### src/chmc_pkg.sv
package chmc_pkg;

    // most vertices returned for one set
    localparam int RESULT_LIMIT = 32;

    typedef struct packed {
        logic load_wr;      // store an incoming point
        logic sort_init;
        logic sort_latch_v; // take the key being inserted
        logic sort_rd_prev; // read the entry below the gap
        logic sort_shift;   // move that entry up
        logic sort_place;   // drop the key into the gap
        logic hull_init;
        logic h_load;
        logic h_mul;
        logic h_pop;
        logic h_popw;
        logic h_push;
        logic h_next;
        logic out_init;
        logic out_rd;
        logic out_load;
        logic out_step;
    } cmd_t;

    typedef struct packed {
        logic i_ge_n;
        logic j_zero;
        logic before_hit;
        logic pop_hit;
        logic hull_end;
        logic out_last_q;
    } sts_t;

endpackage

### src/chmc_ctrl.sv
module chmc_ctrl (
    input  logic          aclk,
    input  logic          aresetn,
    input  logic          in_fire,
    input  logic          in_last,
    input  logic          out_ready,
    input  chmc_pkg::sts_t sts,
    output chmc_pkg::cmd_t cmd,
    output logic          in_ready,
    output logic          out_valid
);

    typedef enum logic [13:0] {
        ST_LOAD       = 14'b00000000000001,
        ST_SORT_START = 14'b00000000000010,
        ST_SORT_V     = 14'b00000000000100,
        ST_SORT_RD    = 14'b00000000001000,
        ST_SORT_CMP   = 14'b00000000010000,
        ST_H_FETCH    = 14'b00000000100000,
        ST_H_LOAD     = 14'b00000001000000,
        ST_H_MUL      = 14'b00000010000000,
        ST_H_EVAL     = 14'b00000100000000,
        ST_H_POPW     = 14'b00001000000000,
        ST_H_NEXT     = 14'b00010000000000,
        ST_O_RD       = 14'b00100000000000,
        ST_O_WAIT     = 14'b01000000000000,
        ST_O_HOLD     = 14'b10000000000000
    } state_t;

    state_t state_reg, state_next;

    always_ff @(posedge aclk) begin
        if (!aresetn) begin
            state_reg <= ST_LOAD;
        end else begin
            state_reg <= state_next;
        end
    end

    always_comb begin
        state_next = state_reg;
        cmd        = '0;
        case (state_reg)
            ST_LOAD: begin
                if (in_fire) begin
                    cmd.load_wr = 1'b1;
                    if (in_last) begin
                        cmd.sort_init = 1'b1;
                        state_next    = ST_SORT_START;
                    end
                end
            end
            ST_SORT_START: begin
                if (sts.i_ge_n) begin
                    cmd.hull_init = 1'b1;
                    state_next    = ST_H_FETCH;
                end else begin
                    state_next = ST_SORT_V;
                end
            end
            ST_SORT_V: begin
                cmd.sort_latch_v = 1'b1;
                state_next       = ST_SORT_RD;
            end
            ST_SORT_RD: begin
                if (sts.j_zero) begin
                    cmd.sort_place = 1'b1;
                    state_next     = ST_SORT_START;
                end else begin
                    cmd.sort_rd_prev = 1'b1;
                    state_next       = ST_SORT_CMP;
                end
            end
            ST_SORT_CMP: begin
                if (sts.before_hit) begin
                    cmd.sort_shift = 1'b1;
                    state_next     = ST_SORT_RD;
                end else begin
                    cmd.sort_place = 1'b1;
                    state_next     = ST_SORT_START;
                end
            end
            ST_H_FETCH: begin
                state_next = ST_H_LOAD;
            end
            ST_H_LOAD: begin
                cmd.h_load = 1'b1;
                state_next = ST_H_MUL;
            end
            ST_H_MUL: begin
                cmd.h_mul  = 1'b1;
                state_next = ST_H_EVAL;
            end
            ST_H_EVAL: begin
                if (sts.pop_hit) begin
                    cmd.h_pop  = 1'b1;
                    state_next = ST_H_POPW;
                end else begin
                    cmd.h_push = 1'b1;
                    state_next = ST_H_NEXT;
                end
            end
            ST_H_POPW: begin
                cmd.h_popw = 1'b1;
                state_next = ST_H_MUL;
            end
            ST_H_NEXT: begin
                if (sts.hull_end) begin
                    cmd.out_init = 1'b1;
                    state_next   = ST_O_RD;
                end else begin
                    cmd.h_next = 1'b1;
                    state_next = ST_H_FETCH;
                end
            end
            ST_O_RD: begin
                cmd.out_rd = 1'b1;
                state_next = ST_O_WAIT;
            end
            ST_O_WAIT: begin
                cmd.out_load = 1'b1;
                state_next   = ST_O_HOLD;
            end
            ST_O_HOLD: begin
                if (out_ready) begin
                    cmd.out_step = 1'b1;
                    state_next   = sts.out_last_q ? ST_LOAD : ST_O_RD;
                end
            end
            default: begin
                state_next = ST_LOAD;
            end
        endcase
    end

    assign in_ready  = (state_reg == ST_LOAD);
    assign out_valid = (state_reg == ST_O_HOLD);

endmodule

### config.mk
export PLATFORM = sky130hd
export DESIGN_NAME = chmc_ctrl
export DESIGN_NICKNAME = d
export VERILOG_FILES = /design/src/chmc_pkg.sv /design/src/chmc_ctrl.sv
export SDC_FILE = /design/constraint.sdc
export NUM_CORES = 1
export LEC_CHECK = 0
export ABC_AREA = 1
export BUFFER_PORTS_ARGS = -buffer_cell sky130_fd_sc_hd__buf_2
export CAP_MARGIN = 20
export CORE_MARGIN = 5
export CORE_UTILIZATION = 46
export CTS_CLUSTER_SIZE = 10
export DETAILED_ROUTE_END_ITERATION = 6
export PLACE_DENSITY = 0.76
export SETUP_SLACK_MARGIN = 0.3
export SYNTH_ARGS = -nofsm -noshare
export SYNTH_HDL_FRONTEND = slang
export SYNTH_SLANG_ARGS = --single-unit
### constraint.sdc
create_clock -name aclk -period 1.2 [get_ports aclk]
set_input_delay 0.24 -clock aclk [delete_from_list [all_inputs] [get_ports aclk]]
set_output_delay 0.24 -clock aclk [all_outputs]
set_load 0.02 [all_outputs]
; Yosys cells after proc, flatten, opt, wreduce, memory -nomap -nowiden
; Index checks and enable logic that the tools add are counted.
; W data, S select, Z words.
[totals]
register_bits = 14
input_bits = 11
word_cells = 57
[classes]
n_eq_ne = 17
n_mux = 37
n_reduce_logical = 2
[op_table]
columns = op, n
row1 = $pmux W14 S13, 1
row2 = $mux W14, 3
row3 = $mux W12, 2
row4 = $mux W1, 23
row5 = $eq A14 B1 Y1 const B, 1
row6 = $eq A14 B10 Y1 const B, 1
row7 = $eq A14 B11 Y1 const B, 1
row8 = $eq A14 B12 Y1 const B, 1
row9 = $eq A14 B13 Y1 const B, 1
row10 = $eq A14 B14 Y1 const B, 1
row11 = $eq A14 B2 Y1 const B, 1
row12 = $eq A14 B3 Y1 const B, 1
row13 = $eq A14 B4 Y1 const B, 1
row14 = $eq A14 B5 Y1 const B, 1
row15 = $eq A14 B6 Y1 const B, 1
row16 = $eq A14 B7 Y1 const B, 1
row17 = $eq A14 B8 Y1 const B, 1
row18 = $eq A14 B9 Y1 const B, 1
row19 = $mux W11, 1
row20 = $mux W2, 3
row21 = $mux W6, 1
row22 = $ne A2 B2 Y1 const B, 3
row23 = $mux W5, 1
row24 = $mux W4, 1
row25 = other kinds (3), 3

; Logic depth before layout (Yosys ltp)
[depth]
depth_word = 3
mapped_depth = 11

; Least setup slack after synthesis
; No wires, ideal clock.
[synth_timing]
path_type = flip-flop to output port
from = register state_reg[8]
to = output port cmd[15] (netlist name)
arrival_ns = 1.250
t_required_ns = 0.960
slack_ns = -0.290
path_stages_with_launch = 6
path_cell_list = dfxtp_1 nor2_2 nand2_2 nor2_8 nand2_4 nor3_1
[synth_rtl]
columns = item, line_no
row1 = start: declaration, chmc_ctrl.sv:30  ; state_t state_reg, state_next;
row2 = start signal: assignment, chmc_ctrl.sv:36  ; state_reg <= state_next;
row3 = end: declaration, chmc_ctrl.sv:8  ; output chmc_pkg::cmd_t cmd,

==> results.toml <==
[sta]
period_needed_ns = 1.87
max_slew_margin_pct = 61.4
hold_viol_final = 0
max_freq_mhz = 535
final_max_slew_viol_count = 0
worstMarginPinSlew_ns = 0.578
rsz0062_at_grt = "yes"
period_share_pct = 156
setup_slack_ns = -0.670
fin_worst_skew_ns = 0.00647
setup_viol = 33

[power]
powerDensity_mw_per_mm2 = 1940
ir_drop_mv = 2.31
leakagePower_uw = 0.00108

[yosys]
synth-edff-count = 0
ys.flop_type = "dfxtp_1"
synth_commonest_cells = "nand2_1 (35), inv_1 (32), nor2_1 (29)"
yosysTopAreaCellShare_pct = 27.1
synth.avg_cell_area_um2 = 6.52
ys_async_sr_fraction_pct = 0
yosysUniqueCellTypes = 24
synthTopCellsByArea = "dfxtp_1 (27%), nand2_1 (13%), inv_1 (12%)"
yosysMostFrequentCell = "nand2_1"
synth_top_cell_by_area = "dfxtp_1"
syn-num-nets = 170
yosysWarnings = 0
syn_area_mm2 = 0.00104
synth-seq-cells = 14
yosysSeqAreaShare_pct = 27.1
synthCells = 159

[hold_path]
hold_path.startpoint = "sts[5]"
hp-class = "primary input to flop"

[route]
ant_nets = 0
wirelength_um = 6160
drt-wirelength-per-cell_um = 23.2
vias = 1574
drc = 0
routed_via_density = 5.92
drt-initial-drc-count = 154
firstDrtPassIters = 5

[clock_tree]
clk_pin_slew_ns = 0.10
cts_tree = "built"
cts.sinks = 14
h-tree-depth = 1
root_buffer = "clkbuf_4"
insertion_delay_ns = 0.30
cts.path.max_buffers = 2
cts_made_buffers = 3

[place]
dpl-instance-area_mm2 = 0.00151
io_buffer_count = 29
post-place-ws_ns = -0.273
dp_hpwl_um = 2260
place_inst = 236
gp_congestion = 0.839

[critical_path]
arrival_ns = 1.63
cp_cell_sequence = "nor2_4 > nand2_4 > nor2_8 > nand2_1 > inv_2 > buf_2"
start_kind = "flop"
cp_max_fo = 6
slowest_stage = "dfxtp_4"
crit_path_start = "state_reg[2]"
worstSetupEndpointType = "primary output"
required_ns = 0.96
critical-path-top-delay-family = "simple AND/OR/NAND/NOR gates"
max_stage_delay_ns = 0.37
path_class = "flop to primary output"
worst-path-buf-inv = 2
r2r_start = "state_reg[2]"

[finish]
largest_reg_flops = 14
antenna_cells = 0
synthToLayoutAreaGrowth_pct = 104
drive_gt1_share_pct = 70.2
final_area_mm2 = 0.00211
fin_util_pct = 96.4
instances_no_fill = 266
fin_nets = 250

[floorplanning]
row_count = 17
die_area_mm2 = 0.00330
start_util_pct = 47.3
die_y_um = 57.5
die_x_um = 57.5
pin_count = 30
design.core.area_mm2 = 0.00219

[grt]
grt_antenna_before_repair = 0
overflow = 0
grt_start_max_net_pins = 9
grt_pass1_wl_um = 7040
grt_util_all_layers_pct = 28.0
grt_pass1_vias = 1463

[outcome]
violations = "negative setup slack"
status = "complete, but fails checks"

[run]
cap_viol_max_count = 0
## layout make-up
cell class | count | area, um2
multi-input combinational | 110 | 970
timing repair buffer | 74 | 612
sequential | 14 | 307
inverter | 36 | 153
fill | 48 | 78.8
clock buffer | 4 | 36.3
tap | 28 | 35.0
## cell usage in the layout, fill, tap and decap left out, types with 4 or more instances in the layout
cell type	instances
buf_2	12
buf_4	40
buf_6	21
dfxtp_2	9
dfxtp_4	4
inv_1	26
inv_2	7
nand2_1	26
nand2_2	4
nand2_4	9
nand2_8	4
nand3_2	5
nor2_1	13
nor2_4	22
nor3_2	5
## per-stage QoR
step | TNS, ns | total power, uW | hold WS [ns]
3_3_place_gp | -5.06 | 2340 | 0.428
5_1_grt | -17.95 | 4210 | 0.177
3_5_place_dp | -5.91 | 2390 | 0.422
6_report | -16.84 | 4100 | 0.173
2_1_floorplan | -1.88 | 1990 | 0.319
4_1_cts | -13.33 | 3330 | 0.123
## cell families (layout without fill, tap and decap cells)
group,Yosys count,in the layout,synth area share (%)
AO/OA/AOI/OAI,5,5,4.23
buffers and inverters,36,114,13.6
flip-flops,14,14,27.1
AND/OR/NAND/NOR,104,105,55.1
## where the power goes
part / total, uW / switching (uW) / internal [uW]
sequential: 664 / 107 / 558
combinational: 3060 / 1880 / 1180
clock: 375 / 189 / 185
total: 4100 / 2180 / 1920
## routing by layer
layer	vias up	track usage [%]	share of wire (%)
li1	639	-	-
met1	747	31.3	36
met2	150	48.4	46
met3	38	6.56	12
met4	0	15.6	6.1
met5	-	0	0
## timing repair
item,CTS,global route
gates cloned,1,0
endpoints found under the setup margin,33,33
gates resized for setup,48,52
hold buffers,0,0
pin swaps,11,18
buffers inserted,13,12
## final timing paths
path	end	slack (ns)	depth (start not counted)
max	cmd[1]	-0.67	6
min	state_reg[2]	0.17	2
max reg2reg	state_reg[0]	-0.59	12
min reg2reg	state_reg[6]	0.80	5
(Power assumes the default switching activity.)
